$ cat src/rtl/core/rsca_pkg.sv
package rsca_pkg;

  localparam int unsigned STACK_DEPTH = 16;
  localparam int unsigned DATA_W      = 32;
  localparam int unsigned ACT_W       = 3;
  localparam int unsigned STAT_W      = 3;
  localparam int unsigned ENT_W       = 5;
  localparam int unsigned IDX_W       = $clog2(STACK_DEPTH);
  localparam int unsigned CNT_W       = $clog2(STACK_DEPTH + 1);
  localparam int unsigned ITER_W      = $clog2(DATA_W);

  // action codes
  localparam logic [ACT_W-1:0] ACT_PUSH = 3'd0;
  localparam logic [ACT_W-1:0] ACT_ADD  = 3'd1;
  localparam logic [ACT_W-1:0] ACT_SUB  = 3'd2;
  localparam logic [ACT_W-1:0] ACT_MUL  = 3'd3;
  localparam logic [ACT_W-1:0] ACT_DIV  = 3'd4;

  // status codes
  localparam logic [STAT_W-1:0] ST_OK   = 3'd0;
  localparam logic [STAT_W-1:0] ST_FEW  = 3'd1;
  localparam logic [STAT_W-1:0] ST_FULL = 3'd2;
  localparam logic [STAT_W-1:0] ST_OVF  = 3'd3;
  localparam logic [STAT_W-1:0] ST_DIV0 = 3'd4;

  typedef struct packed {
    logic [ACT_W-1:0]         action;
    logic signed [DATA_W-1:0] operand;
  } rsca_in_t;

  typedef struct packed {
    logic [STAT_W-1:0]        status;
    logic signed [DATA_W-1:0] top_value;
    logic [ENT_W-1:0]         entries;
  } rsca_out_t;

  typedef enum logic [2:0] {
    S_IDLE,
    S_POP1,
    S_POP2,
    S_POP3,
    S_ITER,
    S_SIGN,
    S_READ,
    S_DONE
  } rsca_state_e;

endpackage

$ cat src/rtl/core/rpn_stack_checked_alu_top.sv
// Checked RPN calculator core: a 16-deep stack of signed 32-bit values with push, add,
// subtract, multiply and divide (truncating toward zero). Each input beat yields exactly
// one result beat carrying a status (ok, not enough values, stack full, overflow, divide
// by zero), the new stack top (zero when empty) and the entry count. Errors push nothing
// but keep the pops already done: add/sub with one entry eat it, an overflow eats both
// operands, a divide by zero eats only the divisor, mul/div with fewer than two entries
// eat nothing. Codes 5 to 7 leave the stack alone and report ok. One item is worked at a
// time and in_stall_o stays high until its result sits in the output register. Push, unknown
// codes and operations on a short stack go straight to the top read-back (S_READ) and
// S_DONE; a divide by zero or add/sub on a lone entry stops after the pops; add and subtract
// use the adder in S_POP3; multiply and divide run the 32-step shift-add / restoring loop on
// the single shared 33-bit adder, then the sign fixup. The two stack reads and the top
// read-back go through the stack RAM's one read port. The next item may enter while a result
// still waits on out_stall_i.
module rpn_stack_checked_alu_top (
  input  logic              clk_i,
  input  logic              rst_ni,
  input  logic              in_valid_i,
  output logic              in_stall_o,
  input  rsca_pkg::rsca_in_t  in_data_i,
  output logic              out_valid_o,
  input  logic              out_stall_i,
  output rsca_pkg::rsca_out_t out_data_o
);
  import rsca_pkg::*;

  rsca_state_e state_q, state_d;

  // control
  logic [CNT_W-1:0]  cnt_q, cnt_d;
  logic [ITER_W-1:0] iter_q, iter_d;
  logic              out_valid_q, out_valid_d;

  // payload
  logic [ACT_W-1:0]  act_q, act_d;
  logic [STAT_W-1:0] status_q, status_d;
  logic [DATA_W-1:0] top_q, top_d;
  logic [DATA_W-1:0] hi_q, hi_d;
  logic [DATA_W-1:0] lo_q, lo_d;
  logic [DATA_W-1:0] opa_q, opa_d;
  logic              neg_q, neg_d;
  rsca_out_t         out_q, out_d;

  // stack RAM
  logic [DATA_W-1:0] mem_q [STACK_DEPTH];
  logic [DATA_W-1:0] rd_q;
  logic [IDX_W-1:0]  rd_addr;
  logic [IDX_W-1:0]  wr_addr;
  logic [DATA_W-1:0] wr_data;
  logic              wr_en;

  // shared adder
  logic [DATA_W:0] alu_a, alu_b, alu_sum;
  logic            alu_sub;

  logic in_accept;
  logic out_free;
  logic is_mul;
  logic few_check;
  logic qbit;
  logic sign_ovf;

  function automatic logic [DATA_W-1:0] abs_val(input logic [DATA_W-1:0] x);
    logic [DATA_W-1:0] r;
    r = x[DATA_W-1] ? (~x + DATA_W'(1)) : x;
    return r;
  endfunction

  assign in_stall_o  = (state_q != S_IDLE);
  assign in_accept   = in_valid_i && !in_stall_o;
  assign out_valid_o = out_valid_q;
  assign out_data_o  = out_q;
  assign out_free    = !out_valid_q || !out_stall_i;
  assign is_mul      = (act_q == ACT_MUL);

  // the read port always points at the current top
  assign rd_addr = IDX_W'(cnt_q - CNT_W'(1));

  assign few_check = ((in_data_i.action == ACT_MUL || in_data_i.action == ACT_DIV)
                      && cnt_q < CNT_W'(2)) || (cnt_q == '0);

  // magnitude of quotient or product must fit the signed range
  assign sign_ovf = (is_mul && hi_q != '0) ||
                    (lo_q[DATA_W-1] && !(neg_q && lo_q[DATA_W-2:0] == '0));

  assign alu_sum = alu_a + (alu_sub ? ~alu_b : alu_b) + (DATA_W+1)'(alu_sub);

  // operand select for the shared adder
  always_comb begin
    alu_a   = '0;
    alu_b   = '0;
    alu_sub = 1'b0;
    unique case (state_q)
      S_POP3: begin
        alu_a   = {rd_q[DATA_W-1], rd_q};
        alu_b   = {top_q[DATA_W-1], top_q};
        alu_sub = (act_q == ACT_SUB);
      end
      S_ITER: begin
        if (is_mul) begin
          alu_a = {1'b0, hi_q};
          alu_b = lo_q[0] ? {1'b0, opa_q} : '0;
        end else begin
          alu_a   = {1'b0, hi_q[DATA_W-2:0], lo_q[DATA_W-1]};
          alu_b   = {1'b0, opa_q};
          alu_sub = 1'b1;
        end
      end
      S_SIGN: begin
        alu_b   = {1'b0, lo_q};
        alu_sub = 1'b1;
      end
      default: begin
      end
    endcase
  end

  // next state
  always_comb begin
    state_d = state_q;
    unique case (state_q)
      S_IDLE: begin
        if (in_accept) begin
          if (in_data_i.action == ACT_PUSH || in_data_i.action > ACT_DIV || few_check) begin
            state_d = S_READ;
          end else begin
            state_d = S_POP1;
          end
        end
      end
      S_POP1: state_d = S_POP2;
      S_POP2: begin
        if ((act_q == ACT_DIV && rd_q == '0) || cnt_q == '0) begin
          state_d = S_READ;
        end else begin
          state_d = S_POP3;
        end
      end
      S_POP3: begin
        if (act_q == ACT_ADD || act_q == ACT_SUB) begin
          state_d = S_READ;
        end else begin
          state_d = S_ITER;
        end
      end
      S_ITER: begin
        if (iter_q == ITER_W'(DATA_W - 1)) begin
          state_d = S_SIGN;
        end
      end
      S_SIGN: state_d = S_READ;
      S_READ: state_d = S_DONE;
      S_DONE: begin
        if (out_free) begin
          state_d = S_IDLE;
        end
      end
      default: state_d = S_IDLE;
    endcase
  end

  // datapath and outputs
  always_comb begin
    cnt_d       = cnt_q;
    iter_d      = iter_q;
    act_d       = act_q;
    status_d    = status_q;
    top_d       = top_q;
    hi_d        = hi_q;
    lo_d        = lo_q;
    opa_d       = opa_q;
    neg_d       = neg_q;
    out_d       = out_q;
    out_valid_d = out_valid_q && out_stall_i;
    wr_en       = 1'b0;
    wr_addr     = IDX_W'(cnt_q);
    wr_data     = alu_sum[DATA_W-1:0];
    qbit        = !alu_sum[DATA_W];
    unique case (state_q)
      S_IDLE: begin
        if (in_accept) begin
          act_d    = in_data_i.action;
          status_d = ST_OK;
          case (in_data_i.action)
            ACT_PUSH: begin
              if (cnt_q == CNT_W'(STACK_DEPTH)) begin
                status_d = ST_FULL;
              end else begin
                wr_en   = 1'b1;
                wr_data = in_data_i.operand;
                cnt_d   = cnt_q + CNT_W'(1);
              end
            end
            ACT_ADD, ACT_SUB, ACT_MUL, ACT_DIV: begin
              if (few_check) begin
                status_d = ST_FEW;
              end
            end
            default: begin
            end
          endcase
        end
      end
      S_POP1: cnt_d = cnt_q - CNT_W'(1);
      S_POP2: begin
        top_d = rd_q;
        if (act_q == ACT_DIV && rd_q == '0) begin
          status_d = ST_DIV0;
        end else if (cnt_q == '0) begin
          status_d = ST_FEW;
        end else begin
          cnt_d = cnt_q - CNT_W'(1);
        end
      end
      S_POP3: begin
        if (act_q == ACT_ADD || act_q == ACT_SUB) begin
          if (alu_sum[DATA_W] != alu_sum[DATA_W-1]) begin
            status_d = ST_OVF;
          end else begin
            wr_en = 1'b1;
            cnt_d = cnt_q + CNT_W'(1);
          end
        end else begin
          neg_d  = rd_q[DATA_W-1] ^ top_q[DATA_W-1];
          hi_d   = '0;
          iter_d = '0;
          if (is_mul) begin
            lo_d  = abs_val(top_q);
            opa_d = abs_val(rd_q);
          end else begin
            lo_d  = abs_val(rd_q);
            opa_d = abs_val(top_q);
          end
        end
      end
      S_ITER: begin
        iter_d = iter_q + ITER_W'(1);
        if (is_mul) begin
          hi_d = alu_sum[DATA_W:1];
          lo_d = {alu_sum[0], lo_q[DATA_W-1:1]};
        end else begin
          // restoring step: keep the difference when it did not borrow
          hi_d = qbit ? alu_sum[DATA_W-1:0] : {hi_q[DATA_W-2:0], lo_q[DATA_W-1]};
          lo_d = {lo_q[DATA_W-2:0], qbit};
        end
      end
      S_SIGN: begin
        if (sign_ovf) begin
          status_d = ST_OVF;
        end else begin
          wr_en   = 1'b1;
          wr_data = neg_q ? alu_sum[DATA_W-1:0] : lo_q;
          cnt_d   = cnt_q + CNT_W'(1);
        end
      end
      S_READ: begin
      end
      S_DONE: begin
        if (out_free) begin
          out_valid_d     = 1'b1;
          out_d.status    = status_q;
          out_d.top_value = (cnt_q == '0) ? '0 : rd_q;
          out_d.entries   = ENT_W'(cnt_q);
        end
      end
      default: begin
      end
    endcase
  end

  always_ff @(posedge clk_i or negedge rst_ni) begin
    if (!rst_ni) begin
      state_q     <= S_IDLE;
      cnt_q       <= '0;
      iter_q      <= '0;
      out_valid_q <= 1'b0;
    end else begin
      state_q     <= state_d;
      cnt_q       <= cnt_d;
      iter_q      <= iter_d;
      out_valid_q <= out_valid_d;
    end
  end

  always_ff @(posedge clk_i) begin
    act_q    <= act_d;
    status_q <= status_d;
    top_q    <= top_d;
    hi_q     <= hi_d;
    lo_q     <= lo_d;
    opa_q    <= opa_d;
    neg_q    <= neg_d;
    out_q    <= out_d;
  end

  always_ff @(posedge clk_i) begin
    if (wr_en) begin
      mem_q[wr_addr] <= wr_data;
    end
    rd_q <= mem_q[rd_addr];
  end

  a_cnt_bound: assert property (@(posedge clk_i) disable iff (!rst_ni)
    cnt_q <= CNT_W'(STACK_DEPTH))
    else $error("stack count beyond depth");

  a_accept_leaves_idle: assert property (@(posedge clk_i) disable iff (!rst_ni)
    in_accept |=> state_q != S_IDLE)
    else $error("accepted beat did not start work");

  a_idle_holds_cnt: assert property (@(posedge clk_i) disable iff (!rst_ni)
    (state_q == S_IDLE && !in_accept) |=> $stable(cnt_q))
    else $error("stack count moved while idle");

  a_full_status: assert property (@(posedge clk_i) disable iff (!rst_ni)
    (out_valid_q && out_q.status == ST_FULL) |-> out_q.entries == ENT_W'(STACK_DEPTH))
    else $error("stack full reported on a stack that is not full");

endmodule
$ cat config.mk
export PLATFORM = sky130hd
export DESIGN_NAME = rpn_stack_checked_alu_top
export DESIGN_NICKNAME = d
export VERILOG_FILES = /design/src/rtl/core/rsca_pkg.sv /design/src/rtl/core/rpn_stack_checked_alu_top.sv
export SDC_FILE = /design/constraint.sdc
export NUM_CORES = 1
export LEC_CHECK = 0
export ABC_AREA = 1
export BUFFER_PORTS_ARGS = -buffer_cell sky130_fd_sc_hd__buf_4
export CORE_MARGIN = 8
export CORE_UTILIZATION = 51
export DETAILED_ROUTE_END_ITERATION = 10
export PLACE_DENSITY_LB_ADDON = 0.08
export SYNTH_ARGS = -nofsm -noshare
export SYNTH_HDL_FRONTEND = slang
export SYNTH_SLANG_ARGS = --single-unit
$ cat constraint.sdc
create_clock -name clk_i -period 6.6 [get_ports clk_i]
set_clock_uncertainty 0.05 [all_clocks]
set_input_delay 0.66 -clock clk_i [delete_from_list [all_inputs] [get_ports clk_i]]
set_output_delay 0.66 -clock clk_i [all_outputs]
set_load 0.05 [all_outputs]
==> metrics.md <==
| Metric | Value |
|---|---|
| Status | complete, no violations |
| Hold WC Path Type | primary input to flip-flop |
| Min Tclk post-route | ~6.1 ns |
| Crit-path slowest cell | inv_1 |
| I/O pin cnt | between 80 and 90 |
| Dpl ws | about 0.59 ns |
| Via Count | ~26000 |
| Commonest cells post-synth | edfxtp_1, nand2_1, nor2_1 |
| Post-layout nets | roughly 3400 |
| Fmax | 165.3 MHz |
| Final Wtd Congestion | approximately 1 |
| Initial DRC count | about 2800 |
| Area leader, netlist | edfxtp_1 |
| Final hold vios | 0 |
| Drt via density | 6.064 |
| Top cells by area, synth | edfxtp_1, o21ai_0, nand2_1, nor2_1, inv_1 |
| Antenna-violating nets left | 0 |
| DIE AREA | a little under 0.08 mm2 |
| Clock Latency Late Sink | between 0.6 and 0.7 ns |
| DIE WIDTH | about 280 um |
| Grt total ovfl | 0 |
| GR peak layer | met2 |
| Crit Path Max Fanout | 32 |
| Final worst slack | roughly 0.55 ns |
| Mapped cell area | approximately 0.035 mm2 |
| Root Driver | clkbuf_16 |
| Placement-stage cell area | 0.03689 mm2 |
| Met1 Track Usage GR | 0.3903 |
| Clock slew at reported path FFs | roughly 0.060 ns |
| Period utilization | 0.9168 |
| Total GRT Usage | 0.2709 |
| EDFF count, synth | just under 700 |
| Post-Syn Area per Cell | between 10 and 15 um2 |
| Crit end category | flip-flop |
| Hold Path Origin | in_data_i[33] |
| Crit path max-delay family | simple AND/OR/NAND/NOR gates |
| Setup Buffers After CTS | 0 |
| Rows | 96 |
| Die Height | about 280 um |
| Clock sink total | 733 |
| WP buf/inv | 6 |
| Hpwl dp | 75.66 mm |
| # setup viols final | 0 |
| Most common cell in the netlist | edfxtp_1 |
| GR Layer Usage met3 | 0.03512 |
| Grt met2 use | 0.4248 |
| CTS buffer count | 80 |
| Critical setup path kind | flip-flop to flip-flop |
| Port bufs | 80 |
| CP peak stage delay | a little under 0.6 ns |
| Largest net degree at the start of global routing | 176 |
| DRT Pass-1 Iters | 6 |
| Post-Layout Inst Area | between 0.03 and 0.04 mm2 |
| Synthesis-to-layout area growth | 13.07% |
| Layout cell share with drive strength beyond 1 | 0.1029 |
| Yosys warning total | 0 |
| Yosys top cell area share | 0.5903 |
| Distinct cells, synth | slightly below 60 |
| Setup TNS | 0 ns |
| Synth Flop Type | edfxtp_1 |
| Max-slew headroom | 0.1957 |
| Reg2reg path depth | 22 |
| Worst-margin pin slew | roughly 1.2 ns |
| RR Endpoint | mem_q[14][16]$_DFFE_PP_ |
| Max-slew violation count | 0 |
| Synth Instances | 3228 |
| Initial antenna violation count | 4 |
| Post-synthesis sequential area ratio | 0.6186 |
| Setup repair after global routing missed its margin | false |
| Max Root-Sink Buffers | 3 |
| Cells along the critical path | nor2_4 > nand2_2 > nor2_4 > nor2_4 > inv_1 > buf_4 > xor2_1 > ha_1 > nand2_1 > nor2_1 > inv_1 > nor4_1 > nand4_1 > nand2_1 > nand2_1 > nand2_1 > inv_2 > nand3_1 > nand4_4 > buf_4 > a21oi_4 > buf_4 |
| Yosys reg bits | roughly 730 |
| Worst Path Required | 6.80 ns |
| Min-Delay Path Depth | 1 |
| Critical Path Start Type | flip-flop |
| Final core utilization | 0.5792 |
| Worst R2R Setup Slack | about 0.55 ns |
| CTS tree | done |
| Final wirelength | 107.5 mm |
| # DRC | 0 |
| # Max-Cap Violations | 0 |
| # fillers | about 5700 |
| Cell mode on critical path | nand2_1 |
| Hold EP | act_q[1]$_DFFE_PP_ |
| Reg2reg start | state_q[0]$_DFFE_PN0P_ |
| # diodes | 0 |
| CP arrival | approximately 6.3 ns |
| Wirelength per Cell | around 25 um |
| Core area | approximately 0.068 mm2 |
| First-pass GRT wire length | 159.3 mm |
| Syn nets | ~3300 |
| Asr flop ratio synth | 0.01910 |
| Starting Density | 0.5123 |
| H-tree levels | 3 |
| Vias in the first global route | roughly 25000 |
==> timing repair <==
action	in CTS	in global routing
hold buffers	1	0
gates resized for setup	0	0
endpoints found under the hold margin	14	0
==> cell usage in the layout (no fill, tap or decap), types with 8 or more instances in the layout <==
| master | netlist | layout |
|---|---|---|
| nand2_1 | 389 | 388 |
| clkbuf_1 | 149 | 20 |
| inv_1 | 258 | 257 |
| o32ai_1 | 32 | 32 |
| a22oi_1 | 17 | 17 |
| a21oi_4 | 0 | 16 |
| edfxtp_1 | 687 | 687 |
| clkinv_2 | 0 | 8 |
| clkbuf_16 | 0 | 82 |
| o221ai_1 | 107 | 107 |
| nor2_1 | 389 | 388 |
| clkinv_1 | 6 | 20 |
| o21ai_0 | 379 | 378 |
| nand3_1 | 115 | 114 |
| a21oi_1 | 72 | 66 |
| dfxtp_1 | 32 | 32 |
| nand4_1 | 21 | 21 |
| nand2_2 | 10 | 11 |
| o22ai_1 | 64 | 64 |
| dfrtp_1 | 14 | 13 |
| xor2_1 | 110 | 109 |
| mux2i_1 | 85 | 85 |
| a31oi_1 | 25 | 25 |
| nor4_1 | 19 | 19 |
| xnor2_1 | 12 | 11 |
| ha_1 | 41 | 40 |
| o211ai_1 | 40 | 40 |
| nor3_1 | 36 | 35 |
| buf_4 | 0 | 162 |
==> worst register-to-register path, cell delays in order (launching register included) <==
cell	delay [ns]
dfrtp_1	0.49
nor2_4	0.20
nand2_2	0.23
nor2_4	0.22
nor2_4	0.06
inv_1	0.58
buf_4	0.39
xor2_1	0.12
ha_1	0.40
nand2_1	0.13
nor2_1	0.16
inv_1	0.07
nor4_1	0.30
nand4_1	0.17
nand2_1	0.09
nand2_1	0.05
nand2_1	0.28
inv_2	0.07
nand3_1	0.18
nand4_4	0.48
buf_4	0.42
a21oi_4	0.12
buf_4	0.43
==> through the flow <==
step | hold slack [ns] | instances
4_1_cts | 0.1619 | 4244
3_3_place_gp | 0.3572 | 4095
3_5_place_dp | 0.3599 | 4095
2_1_floorplan | 0.3144 | 3228
5_1_grt | 0.1783 | 4244
6_report | 0.2004 | 4244
==> worst max path at each step <==
stage | cells after the start | slack [ns] | to | from
detailed placement | 22 | 0.59 | mem_q[13][18]$_DFFE_PP_ | state_q[0]$_DFFE_PN0P_
global route | 22 | 0.07 | mem_q[14][16]$_DFFE_PP_ | state_q[0]$_DFFE_PN0P_
CTS | 22 | 0.53 | mem_q[13][11]$_DFFE_PP_ | state_q[0]$_DFFE_PN0P_
global placement | 22 | 0.71 | mem_q[14][18]$_DFFE_PP_ | state_q[0]$_DFFE_PN0P_
floorplan | 23 | 0.43 | mem_q[15][0]$_DFFE_PP_ | state_q[0]$_DFFE_PN0P_
finish | 22 | 0.55 | mem_q[14][16]$_DFFE_PP_ | state_q[0]$_DFFE_PN0P_
==> state kept, by name (all words and copies together) (netlist names) <==
name / cells
out_valid_o: 1
cnt_q: 5
state_q: 3
out_data_o: 40
lo_q: 32
neg_q: 1
top_q: 32
hi_q: 32
status_q: 3
act_q: 3
mem_q: 512
iter_q: 5
opa_q: 32
rd_q: 32
==> per-layer routing <==
| metal | vias to the layer above | wire length [um] | part of all wire |
|---|---|---|---|
| met5 | - | 13 | 0.00012 |
| met4 | 2 | 3435 | 0.032 |
| met3 | 178 | 8604 | 0.080 |
| met2 | 1115 | 48730 | 0.45 |
| met1 | 12617 | 46720 | 0.43 |
| li1 | 11825 | - | - |
==> kinds of logic after synthesis <==
group,after synthesis,share of synthesized area
compound gates,791,0.1403
xor+xnor,122,0.03057
fa+ha+maj,42,0.01525
buf+inv,452,0.04976
flops,733,0.6186
mux,86,0.02467
simple gates,1002,0.1208
==> area by class of cell <==
| class | instances | area [um2] | area share |
|---|---|---|---|
| sequential | 733 | 21620 | 0.5472 |
| multi-input combinational | 2043 | 11800 | 0.2987 |
| clock buffer | 107 | 2196 | 0.05557 |
| timing repair buffer | 169 | 1346 | 0.03407 |
| tap | 882 | 1104 | 0.02793 |
| inverter | 269 | 1020 | 0.02580 |
| clock inverter | 41 | 425.4 | 0.01076 |
Power is left out: the tool's default activity adds up to more than one toggle a clock period on the data nets, which glitch-free logic cannot reach.
